$ cat src/sv/median_filter_3x3_macros.svh
// ----------------------------------------------------------------------------
// median_filter_3x3 assertion macros
// Concurrent checks on clk, disabled while rst_n is low; empty in synthesis.
// ----------------------------------------------------------------------------
`ifndef MEDIAN_FILTER_3X3_MACROS_SVH
`define MEDIAN_FILTER_3X3_MACROS_SVH

`ifndef SYNTHESIS
// same-cycle implication
`define MF3_ASSERT_IMPL(lbl, ante, cons) \
  lbl: assert property (@(posedge clk) disable iff (!rst_n) (ante) |-> (cons)) \
    else $error("median_filter_3x3: check failed");
// next-cycle implication
`define MF3_ASSERT_NEXT(lbl, ante, cons) \
  lbl: assert property (@(posedge clk) disable iff (!rst_n) (ante) |=> (cons)) \
    else $error("median_filter_3x3: check failed");
`else
`define MF3_ASSERT_IMPL(lbl, ante, cons)
`define MF3_ASSERT_NEXT(lbl, ante, cons)
`endif

`endif

$ cat src/sv/mf3_pkg.sv
// ----------------------------------------------------------------------------
// mf3_pkg
// Shared types and constants of the 3x3 median filter.
// ----------------------------------------------------------------------------
package mf3_pkg;

  localparam int PIX_W      = 8;
  localparam int WIN_SIZE   = 9;
  localparam int CENTER_TAP = 4;

  localparam int CFG_W_BITS  = 11;
  localparam int CFG_H_BITS  = 16;
  localparam int CFG_DATA_W  = 16;
  localparam int CFG_ADDR_W  = 1;
  localparam int ROW_W       = 17;

  localparam logic [CFG_W_BITS-1:0] WIDTH_RESET  = 11'd640;
  localparam logic [CFG_H_BITS-1:0] HEIGHT_RESET = 16'd480;

  typedef enum logic [CFG_ADDR_W-1:0] {
    REG_FRAME_WIDTH  = 1'b0,
    REG_FRAME_HEIGHT = 1'b1
  } cfg_reg_e_t;

  typedef logic [PIX_W-1:0] pix_t;
  typedef logic [WIN_SIZE-1:0][PIX_W-1:0] win_t;

  // per-item position flags
  typedef struct packed {
    logic have;
    logic border;
    logic eor;
    logic eof;
  } tag_t;

endpackage

$ cat src/sv/mf3_pos.sv
// ----------------------------------------------------------------------------
// mf3_pos
// Frame geometry registers and input position tracking; classifies each
// request into result / border / end-of-row / end-of-frame.
// ----------------------------------------------------------------------------
`include "median_filter_3x3_macros.svh"

module mf3_pos #(
  parameter int MAX_WIDTH = 1024,
  parameter int AW        = 10
) (
  input  logic                            clk,
  input  logic                            rst_n,
  input  logic                            cfg_we,
  input  logic [mf3_pkg::CFG_ADDR_W-1:0]  cfg_addr,
  input  logic [mf3_pkg::CFG_DATA_W-1:0]  cfg_wdata,
  input  logic                            in_fire,
  output logic [AW-1:0]                   col,
  output mf3_pkg::tag_t                   tag
);

  localparam int WW   = $clog2(MAX_WIDTH + 1);
  localparam int WCMP = (WW > mf3_pkg::CFG_W_BITS) ? WW : mf3_pkg::CFG_W_BITS;
  localparam int RW   = mf3_pkg::ROW_W;

  logic [mf3_pkg::CFG_W_BITS-1:0] width_r;
  logic [mf3_pkg::CFG_H_BITS-1:0] height_r;
  logic [AW-1:0]                  ci_r, ci_nxt;
  logic [RW-1:0]                  ri_r, ri_nxt;

  logic [WCMP-1:0] w_cfg, w_max, w_eff, ci_ext, ci_inc;
  logic [RW-1:0]   h_eff, h_p1;
  logic            col0, row0, col_first, last_row, last_col;

  // configuration writes
  always_ff @(posedge clk) begin
    if (!rst_n) begin
      width_r  <= mf3_pkg::WIDTH_RESET;
      height_r <= mf3_pkg::HEIGHT_RESET;
    end else if (cfg_we) begin
      case (mf3_pkg::cfg_reg_e_t'(cfg_addr))
        mf3_pkg::REG_FRAME_WIDTH:  width_r  <= cfg_wdata[mf3_pkg::CFG_W_BITS-1:0];
        mf3_pkg::REG_FRAME_HEIGHT: height_r <= cfg_wdata[mf3_pkg::CFG_H_BITS-1:0];
        default: ;
      endcase
    end
  end

  // clamp geometry to the supported range
  always_comb begin
    w_cfg  = WCMP'(width_r);
    w_max  = WCMP'(MAX_WIDTH);
    if (width_r == '0)
      w_eff = WCMP'(1);
    else if (w_cfg > w_max)
      w_eff = w_max;
    else
      w_eff = w_cfg;
    h_eff  = (height_r == '0) ? RW'(1) : RW'(height_r);
    h_p1   = h_eff + RW'(1);
    ci_ext = WCMP'(ci_r);
    ci_inc = ci_ext + WCMP'(1);
  end

  // classify the current request
  always_comb begin
    col0 = (ci_r == '0);
    if (col0) begin
      // wrap-around: output is the last column of the row two back
      tag.have  = (ri_r >= RW'(2)) && (ri_r <= h_p1);
      row0      = (ri_r == RW'(2));
      last_row  = (ri_r >= h_p1);
      last_col  = 1'b1;
      col_first = 1'b0;
    end else begin
      tag.have  = (ri_r >= RW'(1)) && (ri_r <= h_eff);
      row0      = (ri_r == RW'(1));
      last_row  = (ri_r >= h_eff);
      last_col  = (ci_ext >= w_eff);
      col_first = (ci_r == AW'(1));
    end
    tag.border = row0 || col_first || last_row || last_col;
    tag.eor    = last_col;
    tag.eof    = last_col && last_row;
  end

  // advance the position
  always_comb begin
    if (ri_r >= h_p1) begin
      ci_nxt = '0;
      ri_nxt = '0;
    end else if (ci_inc >= w_eff) begin
      ci_nxt = '0;
      ri_nxt = ri_r + RW'(1);
    end else begin
      ci_nxt = ci_inc[AW-1:0];
      ri_nxt = ri_r;
    end
  end

  always_ff @(posedge clk) begin
    if (!rst_n) begin
      ci_r <= '0;
      ri_r <= '0;
    end else if (in_fire) begin
      ci_r <= ci_nxt;
      ri_r <= ri_nxt;
    end
  end

  assign col = ci_r;

  // row count never passes height+1, at most 65536
  `MF3_ASSERT_IMPL(a_row_bound, ri_r[RW-1], ri_r[RW-2:0] == '0)

endmodule

$ cat config.mk
export PLATFORM = sky130hd
export DESIGN_NAME = mf3_pos
export DESIGN_NICKNAME = d
export VERILOG_FILES = /design/src/sv/mf3_pkg.sv /design/src/sv/mf3_pos.sv
export VERILOG_INCLUDE_DIRS = /design/src /design/src/sv
export SDC_FILE = /design/constraint.sdc
export NUM_CORES = 1
export LEC_CHECK = 0
export BUFFER_PORTS_ARGS = -buffer_cell sky130_fd_sc_hd__buf_2
export CAP_MARGIN = 20
export CORE_MARGIN = 2
export CORE_UTILIZATION = 45
export DETAILED_ROUTE_END_ITERATION = 7
export HOLD_SLACK_MARGIN = 0.15
export SLEW_MARGIN = 20
export SYNTH_ARGS = -nofsm -noshare
export SYNTH_HDL_FRONTEND = slang
export SYNTH_SLANG_ARGS = --single-unit
$ cat constraint.sdc
create_clock -name clk -period 4.7 [get_ports clk]
set_clock_uncertainty 0.1 [all_clocks]
set_input_delay 0.47 -clock clk [delete_from_list [all_inputs] [get_ports clk]]
set_output_delay 0.47 -clock clk [all_outputs]
set_load 0.05 [all_outputs]
==> impl_metrics.json <==
{
  "design_area_um2": 4810,
  "synth_compound_gate_area_share": 0.191,
  "worstMarginPinSlew_ns": 0.822,
  "tns_ns": 0,
  "synth_mux_area_frac": 0.00227,
  "p_sw_frac": 0.308,
  "post_drt_via_cell_ratio": 5.77,
  "cts_buffer_depth": 2,
  "initial_core_util": 0.457,
  "routabilityCongestion": 0.874,
  "p_clk_frac": 0.325,
  "cts_tree": "yes",
  "num_io_pins": 35,
  "maxCapViolCount": 0,
  "netlist_area_um2": 4410,
  "grt_pass1_wl_um": 19300,
  "antennaDiodeCount": 0,
  "p_per_area_nw_per_um2": 211,
  "r2r_setup_slack_ns": 0.80,
  "ir_drop_mv": 0.158,
  "wl_um": 11700,
  "synthToLayoutAreaGrowth_pct": 9.23,
  "worst_slack_ns": 0.277,
  "yosysSeqAreaShare": 0.245,
  "critPathLaunchType": "flip-flop",
  "rsz0062_at_grt": "false",
  "hold_path_end": "height_r[13]",
  "n_fill_cell": 1008,
  "drt_first_pass_iters": 4,
  "grt_max_degree": 35,
  "reg2regPathDepth": 16,
  "holdPathStages": 3,
  "fp-row-count": 36,
  "synthFlopType": "dfxtp_1",
  "cts_max_level": 2,
  "synth_edf_count": 0,
  "fmaxAchievable_ghz": 0.226,
  "crit_arrival_ns": 3.85,
  "period_minus_slack_ns": 4.42,
  "status": "complete, no violations",
  "cp-startpoint": "height_r[8]",
  "ant_nets": 0,
  "p_int_w": 0.000702,
  "syn_nets": 655,
  "drt-wirelength-per-cell_um": 16.0,
  "worstSetupPathType": "reg -> out",
  "critPathTopFamily": "simple AND/OR/NAND/NOR gates",
  "num_vias": 4199,
  "mostFrequentLayoutCells": "nand2_1 (95), ha_1 (61), dfxtp_1 (54)",
  "p_sw_w": 0.000312,
  "drive_gt1_frac": 0.109,
  "total_leakage_power_nw": 1.99,
  "synth-seq-cells": 54,
  "slowest_delay_ns": 0.35,
  "die-area_um2": 10600,
  "setup-violations-final": 0,
  "grt_overflow": 0,
  "avgSynthCellArea_um2": 7.69,
  "path_clk_slew_ns": 0.09,
  "grt_antenna_before_repair": 0,
  "p_comb_frac": 0.195,
  "p_seq_frac": 0.480,
  "synth_xor_area_frac": 0.0437,
  "crit_top_cell": "ha_1",
  "whs_ns": 0.284,
  "place_area_um2": 4660,
  "numPortBuffers": 34,
  "clock_sinks": 54,
  "worstPathRequired_ns": 4.13,
  "min_period_over_period": 0.941,
  "ys_warn_count": 0,
  "clock_latency_ns": 0.32,
  "crit_buf_inv": 1,
  "yosys.area_share.simple": 0.286,
  "path_cells": "nor4_2 > a41o_1 > ha_1 > nand3_1 > nor2_2 > and3_1 > nand2_1 > xnor2_1 > ha_1 > and2_4 > a221o_1 > a21oi_2 > nand2_2 > o22ai_4 > o2111ai_1 > buf_4",
  "drt_iter0_drc": 154,
  "worstHoldStart": "cfg_wdata[13]",
  "crit_fanout": 4,
  "multi_input_area_um2": 3100,
  "seqCellArea_um2": 1080,
  "critPathCaptureType": "output port",
  "die_y_um": 103,
  "core_area_um2": 9640,
  "synth_top_family_by_area": "simple AND/OR/NAND/NOR gates",
  "synth.distinct_cells": 60,
  "r2r-end": "ri_r[7]",
  "die_w_um": 103,
  "ys_async_sr_fraction": 0,
  "place_ws_ns": 0.394,
  "slew-limit-headroom": 0.450,
  "finalHoldViolCount": 0,
  "drc": 0,
  "final_nets": 676,
  "numCtsBuffers": 5,
  "layout_commonest_cell": "nand2_1",
  "globalRouteTotalUtil": 0.229,
  "drv_slew": 0,
  "first_global_vias": 4020,
  "cts_root_buf": "clkbuf_8",
  "hold_class": "in -> reg",
  "r2r_start": "height_r[8]",
  "slowest_stage": "dfxtp_1",
  "synth_fa_ha_area_frac": 0.173,
  "dpl.hpwl_um": 8940,
  "synthCells": 573
}
==> state kept, by name, indices dropped and copies added, names as in the netlist <==
| register | cells |
|---|---|
| ri_r | 17 |
| height_r | 16 |
| w_cfg | 11 |
| col | 10 |
==> layer usage <==
layer,GRT usage,up-vias,part of all wire
met5,0,-,0
met4,0.0709,0,0.020
met3,0.0285,23,0.039
met2,0.393,75,0.48
met1,0.299,1966,0.46
li1,-,2135,-
==> cell usage after synthesis (all sizes together) (13+ instances only) <==
cell,count,area share
nor2,20,0.017
dfxtp,54,0.25
o211ai,15,0.026
nor4,13,0.018
a31oi,20,0.028
ha,61,0.17
nand4,23,0.034
xnor2,18,0.036
clkbuf,18,0.015
inv,32,0.027
o21ai,15,0.017
nand3,19,0.022
nand2,96,0.082
a21oi,44,0.051
==> final cells by class <==
class,instances,share of cell area
sequential,54,0.225
inverter,33,0.0257
clock buffer,5,0.0143
clock inverter,3,0.00910
timing repair buffer,42,0.0483
tap,133,0.0346
multi-input combinational,458,0.643
==> through the flow <==
stage           util  total power [W]  cells
2_1_floorplan      -         0.000637    573
3_3_place_gp   0.484         0.000685    719
3_5_place_dp   0.484         0.000689    719
4_1_cts        0.495          0.00102    727
5_1_grt        0.499          0.00106    728
6_report       0.499          0.00101    728
==> power groups by stage <==
stage	Sequential [W]	Combinational (W)	Clock (W)
after floorplan	0.000498	0.000139	0
after CTS	0.000486	0.000193	0.000339
after detailed placement	0.000497	0.000192	0
final	0.000487	0.000197	0.000330
after global routing	0.000489	0.000221	0.000352
after global placement	0.000496	0.000188	0
==> cells by family after synthesis <==
family          after synthesis
flops                        54
compound gates              130
simple gates                244
buf+inv                      61
mux                           1
fa+ha+maj                    61
xor+xnor                     22
==> worst max path at each step <==
stage	endpoint	slack, ns	cells after the start
floorplan	tag[2]	0.67	15
global placement	tag[2]	0.50	16
detailed placement	tag[2]	0.39	16
CTS	tag[2]	0.03	16
global route	tag[2]	0.03	16
finish	tag[2]	0.28	16
==> worst reg2reg max path, cell delays in order, from the launching register on <==
cell	delay, ns
dfxtp_1	0.35
nor4_2	0.31
a41o_1	0.24
ha_1	0.20
nand3_1	0.14
nor2_2	0.14
and3_1	0.22
nand2_1	0.08
xnor2_1	0.17
ha_1	0.27
and2_4	0.17
a221o_1	0.33
a21oi_2	0.19
nand4_1	0.25
buf_4	0.27
or3_1	0.34
o21ai_1	0.08
==> what timing repair did <==
action	in CTS	in global routing
hold buffers	0	0
setup endpoints to repair	0	3
gates resized for setup	0	8
buffers inserted	0	1
(Power assumes the default switching activity.)
