<file path="src/sv/median_filter_3x3_macros.svh">
// ----------------------------------------------------------------------------
// median_filter_3x3 assertion macros
// Concurrent checks on clk, disabled while rst_n is low; empty in synthesis.
// ----------------------------------------------------------------------------
`ifndef MEDIAN_FILTER_3X3_MACROS_SVH
`define MEDIAN_FILTER_3X3_MACROS_SVH

`ifndef SYNTHESIS
// same-cycle implication
`define MF3_ASSERT_IMPL(lbl, ante, cons) \
  lbl: assert property (@(posedge clk) disable iff (!rst_n) (ante) |-> (cons)) \
    else $error("median_filter_3x3: check failed");
// next-cycle implication
`define MF3_ASSERT_NEXT(lbl, ante, cons) \
  lbl: assert property (@(posedge clk) disable iff (!rst_n) (ante) |=> (cons)) \
    else $error("median_filter_3x3: check failed");
`else
`define MF3_ASSERT_IMPL(lbl, ante, cons)
`define MF3_ASSERT_NEXT(lbl, ante, cons)
`endif

`endif

</file>
<file path="src/sv/mf3_pkg.sv">
// ----------------------------------------------------------------------------
// mf3_pkg
// Shared types and constants of the 3x3 median filter.
// ----------------------------------------------------------------------------
package mf3_pkg;

  localparam int PIX_W      = 8;
  localparam int WIN_SIZE   = 9;
  localparam int CENTER_TAP = 4;

  localparam int CFG_W_BITS  = 11;
  localparam int CFG_H_BITS  = 16;
  localparam int CFG_DATA_W  = 16;
  localparam int CFG_ADDR_W  = 1;
  localparam int ROW_W       = 17;

  localparam logic [CFG_W_BITS-1:0] WIDTH_RESET  = 11'd640;
  localparam logic [CFG_H_BITS-1:0] HEIGHT_RESET = 16'd480;

  typedef enum logic [CFG_ADDR_W-1:0] {
    REG_FRAME_WIDTH  = 1'b0,
    REG_FRAME_HEIGHT = 1'b1
  } cfg_reg_e_t;

  typedef logic [PIX_W-1:0] pix_t;
  typedef logic [WIN_SIZE-1:0][PIX_W-1:0] win_t;

  // per-item position flags
  typedef struct packed {
    logic have;
    logic border;
    logic eor;
    logic eof;
  } tag_t;

endpackage

</file>
<file path="src/sv/mf3_median.sv">
// ----------------------------------------------------------------------------
// mf3_median
// Two-stage median-of-nine network with output register: sort each row,
// then median of (max of lows, median of mids, min of highs).
// ----------------------------------------------------------------------------
`include "median_filter_3x3_macros.svh"

module mf3_median (
  input  logic           clk,
  input  logic           rst_n,
  input  logic           adv,
  input  logic           in_valid,
  input  mf3_pkg::tag_t  in_tag,
  input  mf3_pkg::win_t  win,
  output logic           out_valid,
  output mf3_pkg::pix_t  out_pixel,
  output logic           out_eor,
  output logic           out_eof
);

  localparam int PW = mf3_pkg::PIX_W;

  typedef logic [2:0][PW-1:0] trio_t;

  function automatic trio_t sort3(input logic [PW-1:0] a, input logic [PW-1:0] b,
                                  input logic [PW-1:0] c);
    logic [PW-1:0] l1, h1, m0;
    trio_t         res;
    l1     = (a < b) ? a : b;
    h1     = (a < b) ? b : a;
    res[2] = (h1 > c) ? h1 : c;
    m0     = (h1 > c) ? c : h1;
    res[0] = (l1 < m0) ? l1 : m0;
    res[1] = (l1 < m0) ? m0 : l1;
    return res;
  endfunction

  function automatic logic [PW-1:0] med3(input logic [PW-1:0] a, input logic [PW-1:0] b,
                                         input logic [PW-1:0] c);
    logic [PW-1:0] lo, hi, m;
    lo = (a < b) ? a : b;
    hi = (a < b) ? b : a;
    m  = (hi < c) ? hi : c;
    return (lo > m) ? lo : m;
  endfunction

  trio_t          srt_r [3];
  mf3_pkg::pix_t  center_r;
  mf3_pkg::tag_t  tag_r;
  logic           a_valid_r;

  mf3_pkg::pix_t  mx_lo, md_mid, mn_hi, med;
  logic           rows_ok;

  logic           out_valid_r, out_eor_r, out_eof_r;
  mf3_pkg::pix_t  out_pixel_r;

  // stage A: sort each window row
  always_ff @(posedge clk) begin
    if (!rst_n) begin
      a_valid_r <= 1'b0;
    end else if (adv) begin
      a_valid_r <= in_valid;
    end
  end

  always_ff @(posedge clk) begin
    if (adv) begin
      for (int r = 0; r < 3; r++) begin
        srt_r[r] <= sort3(win[r*3], win[r*3+1], win[r*3+2]);
      end
      center_r <= win[mf3_pkg::CENTER_TAP];
      tag_r    <= in_tag;
    end
  end

  // stage B: combine the sorted rows
  always_comb begin
    mx_lo  = (srt_r[0][0] > srt_r[1][0]) ? srt_r[0][0] : srt_r[1][0];
    mx_lo  = (mx_lo > srt_r[2][0]) ? mx_lo : srt_r[2][0];
    mn_hi  = (srt_r[0][2] < srt_r[1][2]) ? srt_r[0][2] : srt_r[1][2];
    mn_hi  = (mn_hi < srt_r[2][2]) ? mn_hi : srt_r[2][2];
    md_mid = med3(srt_r[0][1], srt_r[1][1], srt_r[2][1]);
    med    = med3(mx_lo, md_mid, mn_hi);
  end

  // output register: border pixels pass the center tap
  always_ff @(posedge clk) begin
    if (!rst_n) begin
      out_valid_r <= 1'b0;
    end else if (adv) begin
      out_valid_r <= a_valid_r;
    end
  end

  always_ff @(posedge clk) begin
    if (adv) begin
      out_pixel_r <= tag_r.border ? center_r : med;
      out_eor_r   <= tag_r.eor;
      out_eof_r   <= tag_r.eof;
    end
  end

  assign out_valid = out_valid_r;
  assign out_pixel = out_pixel_r;
  assign out_eor   = out_eor_r;
  assign out_eof   = out_eof_r;

  always_comb begin
    rows_ok = 1'b1;
    for (int r = 0; r < 3; r++) begin
      rows_ok = rows_ok && (srt_r[r][0] <= srt_r[r][1]) && (srt_r[r][1] <= srt_r[r][2]);
    end
  end

  // border windows may hold line entries that were never written
  `MF3_ASSERT_IMPL(a_rows_sorted, a_valid_r && !tag_r.border, rows_ok)
  `MF3_ASSERT_IMPL(a_eof_on_eor, out_valid_r && out_eof_r, out_eor_r)

endmodule

</file>
<file path="config.mk">
export PLATFORM = sky130hd
export DESIGN_NAME = mf3_median
export DESIGN_NICKNAME = d
export VERILOG_FILES = /design/src/sv/mf3_pkg.sv /design/src/sv/mf3_median.sv
export VERILOG_INCLUDE_DIRS = /design/src /design/src/sv
export SDC_FILE = /design/constraint.sdc
export NUM_CORES = 1
export LEC_CHECK = 0
export ABC_AREA = 1
export BUFFER_PORTS_ARGS = -buffer_cell sky130_fd_sc_hd__buf_2
export CORE_ASPECT_RATIO = 1.4
export CORE_MARGIN = 2
export CORE_UTILIZATION = 50
export CTS_CLUSTER_SIZE = 16
export DETAILED_ROUTE_END_ITERATION = 16
export PLACE_DENSITY = 0.69
export SYNTH_ARGS = -nofsm -noshare
export SYNTH_HDL_FRONTEND = slang
export SYNTH_SLANG_ARGS = --single-unit
</file>
<file path="constraint.sdc">
create_clock -name clk -period 20 [get_ports clk]
set_input_delay 0 -clock clk [delete_from_list [all_inputs] [get_ports clk]]
set_output_delay 0 -clock clk [all_outputs]
set_load 0.02 [all_outputs]
</file>
==> results.json, run 1 <==
{
  "max_slew_margin": 0.323,
  "finalCritPeriodShare": 0.463,
  "worst_slew_pin_slew_ps": 1020,
  "grt_pass1_vias": 7205,
  "drive_gt1_frac": 0.0971,
  "start_util": 0.509,
  "yosysMostFrequentCell": "nand2_1",
  "gr-usage-all-layers": 0.228,
  "finalSetupViolCount": 0,
  "yosysWarnings": 0,
  "tns_ps": 0,
  "cp.required_ps": 20100,
  "grt_max_degree": 63,
  "die_x_um": 116,
  "async_reset_ff_frac": 0,
  "grt_use_met3": 0.0188,
  "ant_nets": 0,
  "overflow": 0,
  "clkTransAtPathRegs_ps": 70,
  "synth_top_area_cell": "edfxtp_1",
  "hold_viol_final": 0,
  "cap_violations": 0,
  "cts_inserted_buffers": 9,
  "finClkSkew_ps": 8.02,
  "clk_path_buf_depth": 2,
  "cp_max_fo": 31,
  "synth_top_flop_cell": "edfxtp_1",
  "crit_type": "reg -> reg",
  "drtIter0Drc": 497,
  "hold_start": "win[69]",
  "antenna_found_initial": 0,
  "insertedDiodeCount": 0,
  "synth_cell_type_count": 29,
  "finalNetCount": 1498,
  "whs_endpoint": "srt_r[0][69]",
  "drv_slew": 0,
  "drt-total-wl_um": 20700,
  "outcome": "completed",
  "synth_area_leaders": "edfxtp_1 32%, ha_1 19%, nand2_1 13%",
  "synth_area_um2": 8820,
  "avgSynthCellArea_um2": 7.36,
  "cpPeakStageDelay_ps": 760,
  "synth_top_area_frac": 0.316,
  "routabilityCongestion": 0.885,
  "r2r_cells": 41,
  "max_freq_mhz": 108,
  "synth_commonest_cells": "307 x nand2_1, 194 x o21ai_0, 157 x inv_1, 136 x ha_1, 98 x a21oi_1",
  "regToRegSetupSlack_ps": 10740,
  "syn_inst": 1199,
  "gr-usage-met1": 0.279,
  "utilization": 0.571,
  "grt_pass1_wl_um": 33500,
  "root_buffer": "clkbuf_16",
  "nFillCells": 1670,
  "wire_per_inst_um": 13.6,
  "rsz0062_at_grt": "false",
  "crit_slowest_cell": "o21ai_1",
  "seq_area_frac_synth": 0.321,
  "first_pass_iters": 5,
  "vias_per_cell": 5.22,
  "cp-start-kind": "flop",
  "cts_tree": "built",
  "fp.dieH_um": 161,
  "htreeDepth": 3,
  "synth-edff-count": 93,
  "ys_ff_latch": 95,
  "r2r_end": "out_pixel[0]",
  "grt_busiest_layer": "met2",
  "area_delta_synth_final_pct": 12.2,
  "cp-end-kind": "flop",
  "cts.sinks": 95,
  "hold_path.class": "in -> reg",
  "min_path_cells": 3,
  "critPathArrivalTime_ps": 9360,
  "port_buffers": 89,
  "postCtsSetupRepairBufs": 0,
  "ioPinCount": 91,
  "clkLatencyLatePin_ps": 340,
  "row_count": 57,
  "reg2reg_from": "srt_r[0][35]",
  "core-area_um2": 17300,
  "dieArea_um2": 18700,
  "synthesis.nets": 1415,
  "dp_hpwl_um": 17200,
  "drc_errors": 0,
  "use_met2": 0.407,
  "fin_crit_ps": 9260,
  "num_vias": 7947
}
sequential cells by signal (all words and copies together), names as in the netlist:
name / cells
out_pixel: 8
out_eof: 1
a_valid_r: 1
out_valid: 1
center_r: 8
out_eor: 1
srt_r: 72
tag_r: 3
critical path, delay by kind of cell (launching register included):
kind	cells	cell delay (ps)
buffers and inverters	1	140
adders and majority gates	6	1760
DFF	1	470
AOI/OAI and AO/OA	14	4050
and+or+nand+nor	20	2610
worst max path at each step:
stage,startpoint,to,slack (ps),depth (start not counted)
CTS,srt_r[0][35],out_pixel[1],10790,41
floorplan,srt_r[0][15],out_pixel[5],11910,48
finish,srt_r[0][35],out_pixel[0],10740,41
global placement,srt_r[0][35],out_pixel[3],10890,41
detailed placement,srt_r[0][35],out_pixel[3],10820,41
global route,srt_r[0][35],out_pixel[5],9650,42
cells in the final DEF, fill, tap and decap left out, types with 10 or more instances in the layout:
master and instances:
dlygate4sd3_1 15, nor2_1 70, buf_2 88, a21oi_1 98, ha_1 136, inv_1 157, nand4_1 10, nand2_1 307
edfxtp_1 93, o21ai_0 193, o211ai_1 16, nand3_1 35
timing repair:
action                                 4_1_cts  5_1_grt
gates resized for setup                      0        0
hold buffers                                15        0
endpoints found under the hold margin       14        0
stage by stage:
| step | cell area, µm² | worst slack [ps] | std cells | hold WS [ps] |
|---|---|---|---|---|
| 2_1_floorplan | 8820 | 11910 | 1199 | 98.9 |
| 5_1_grt | 9900 | 9650 | 1523 | 39.3 |
| 6_report | 9900 | 10740 | 1523 | 25.2 |
| 3_5_place_dp | 9460 | 10820 | 1492 | 179 |
| 3_3_place_gp | 9460 | 10890 | 1492 | 177 |
| 4_1_cts | 9900 | 10790 | 1523 | 18.6 |
cells by family after synthesis:
kind of cell,share of synthesized area
and+or+nand+nor,0.205
AOI/OAI and AO/OA,0.197
buffers and inverters,0.0846
adders and majority gates,0.193
DFF,0.321
cell type report:
cell class | instances | area [µm²] | share of cell area
Sequential cell | 95 | 2830 | 0.286
Multi-Input combinational cell | 907 | 5250 | 0.530
Inverter | 160 | 601 | 0.0607
Tap cell | 236 | 295 | 0.0298
Clock inverter | 7 | 63.8 | 0.00645
Timing Repair Buffer | 109 | 636 | 0.0642
Clock buffer | 9 | 225 | 0.0228
per-layer routing:
layer,up-vias,share of wire,wire length [µm]
met4,0,0.037,776
met1,3559,0.42,8750
met5,-,0,0
met2,132,0.51,10600
li1,4224,-,-
met3,32,0.027,552
Power of run 1 is left out: the tool's default activity adds up to more than one toggle a clock period on the data nets, which glitch-free logic cannot reach.
==> run 2: changes to the inputs <==
Clock period 20 ns to 8.8 ns, I/O delays scaled along.
==> results.json, run 2 (synthesis results as in run 1) <==
{
  "finalNetCount": 1505,
  "first_pass_iters": 5,
  "grt_pass1_vias": 7174,
  "cts_tree": "built",
  "grt_max_degree": 64,
  "gr-usage-all-layers": 0.228,
  "finClkSkew_ps": 10.8,
  "drt-total-wl_um": 20400,
  "regToRegSetupSlack_ps": 830,
  "hold_path.class": "in -> reg",
  "clk_path_buf_depth": 2,
  "max_slew_margin": 0.337,
  "hold_start": "win[40]",
  "drive_gt1_frac": 0.102,
  "use_met2": 0.414,
  "cp.required_ps": 8900,
  "cpPeakStageDelay_ps": 410,
  "final_common_cell": "nand2_1",
  "fin_crit_ps": 7970,
  "overflow": 0,
  "whs_endpoint": "srt_r[0][40]",
  "place_area_um2": 9490,
  "outcome": "completed",
  "grt_use_met3": 0.0203,
  "drv_slew": 0,
  "clkTransAtPathRegs_ps": 70,
  "insertedDiodeCount": 0,
  "num_vias": 7837,
  "die_x_um": 116,
  "core-area_um2": 17300,
  "r2r_cells": 45,
  "largest-register": "srt_r",
  "port_buffers": 89,
  "r2r_end": "out_pixel[6]",
  "grt_pass1_wl_um": 33600,
  "worst_slew_pin_slew_ps": 990,
  "finalCritPeriodShare": 0.906,
  "antenna_found_initial": 0,
  "dieArea_um2": 18700,
  "row_count": 57,
  "max_freq_mhz": 125,
  "vias_per_cell": 5.12,
  "cap_violations": 0,
  "htreeDepth": 3,
  "grt_busiest_layer": "met2",
  "fp.dieH_um": 161,
  "dp_hpwl_um": 16900,
  "fin_area_um2": 9960,
  "clkLatencyLatePin_ps": 340,
  "cp-start-kind": "flop",
  "ant_nets": 0,
  "hold_slack_ps": 19.8,
  "nFillCells": 1665,
  "reg2reg_from": "srt_r[0][37]",
  "crit_slowest_cell": "edfxtp_1",
  "start_util": 0.509,
  "utilization": 0.575,
  "crit_type": "reg -> reg",
  "cp_max_fo": 31,
  "ioPinCount": 91,
  "root_buffer": "clkbuf_16",
  "hold_viol_final": 0,
  "final_cell_mix": "308 x nand2_1, 184 x o21ai_0, 157 x inv_1",
  "drc_errors": 0,
  "wire_per_inst_um": 13.4,
  "routabilityCongestion": 0.907,
  "largest_register_ffs": 72,
  "drtIter0Drc": 488,
  "cpMostUsedCell": "nand2_1",
  "critPathArrivalTime_ps": 8070,
  "min_path_cells": 3,
  "finalSetupViolCount": 0,
  "area_delta_synth_final_pct": 12.9,
  "tns_ps": 0,
  "cts.sinks": 95,
  "gr-usage-met1": 0.279,
  "cts_inserted_buffers": 9,
  "cp-end-kind": "flop"
}
run 2: changes by cell type in the layout (fill, tap and decap cells not counted):
cell,delta
o21ai_0,-9
o21ai_1,+9
a211oi_4,+1
nand2_2,-1
buf_4,+6
nand2_4,+1
nand2_1,+1
a211oi_1,-1
run 2: worst max-delay path by stage:
stage                 start  slack, ps            to  cells past startpoint
6_report       srt_r[0][37]        830  out_pixel[6]                     45
3_3_place_gp   srt_r[0][34]        510  out_pixel[6]                     47
5_1_grt        srt_r[0][34]        -10  out_pixel[6]                     55
2_1_floorplan  srt_r[0][15]        710  out_pixel[5]                     48
4_1_cts        srt_r[0][34]        290  out_pixel[6]                     47
3_5_place_dp   srt_r[0][34]        320  out_pixel[6]                     47
run 2: metrics by stage:
stage / setup WS, ps / cells
after floorplan: 713 / 1199
after global placement: 507 / 1496
after detailed placement: 318 / 1496
after CTS: 285 / 1527
after global routing: -14.5 / 1530
final: 830 / 1530
run 2: area by class of cell:
type                    instances  area [µm²]  area share
repair buffers                115         681      0.0683
clock buffers                   9         225      0.0226
clock inverters                 7        63.8     0.00640
inverters                     160         601      0.0603
well taps                     236         295      0.0296
flip-flops and latches         95        2830       0.284
multi-input cells             908        5270       0.529
run 2: critical path, delay by kind of cell, from the launching register on:
family | cells | cell delay (ps)
adder cells (fa/ha/maj) | 6 | 1770
flip-flops | 1 | 410
AO/OA/AOI/OAI | 16 | 2860
buffers and inverters | 4 | 540
AND/OR/NAND/NOR | 19 | 2110
run 2: routing by layer:
layer | share of wire | wire length (µm)
met1 | 0.42 | 8600
met5 | 0 | 0
met3 | 0.027 | 556
met4 | 0.029 | 591
met2 | 0.52 | 10700
run 2: timing repair:
action	CTS	global route
endpoints found under the hold margin	14	0
resized for setup	0	12
setup endpoints to repair	0	8
setup buffers	0	2
hold buffers	15	0
Power of run 2 is left out for the same reason.
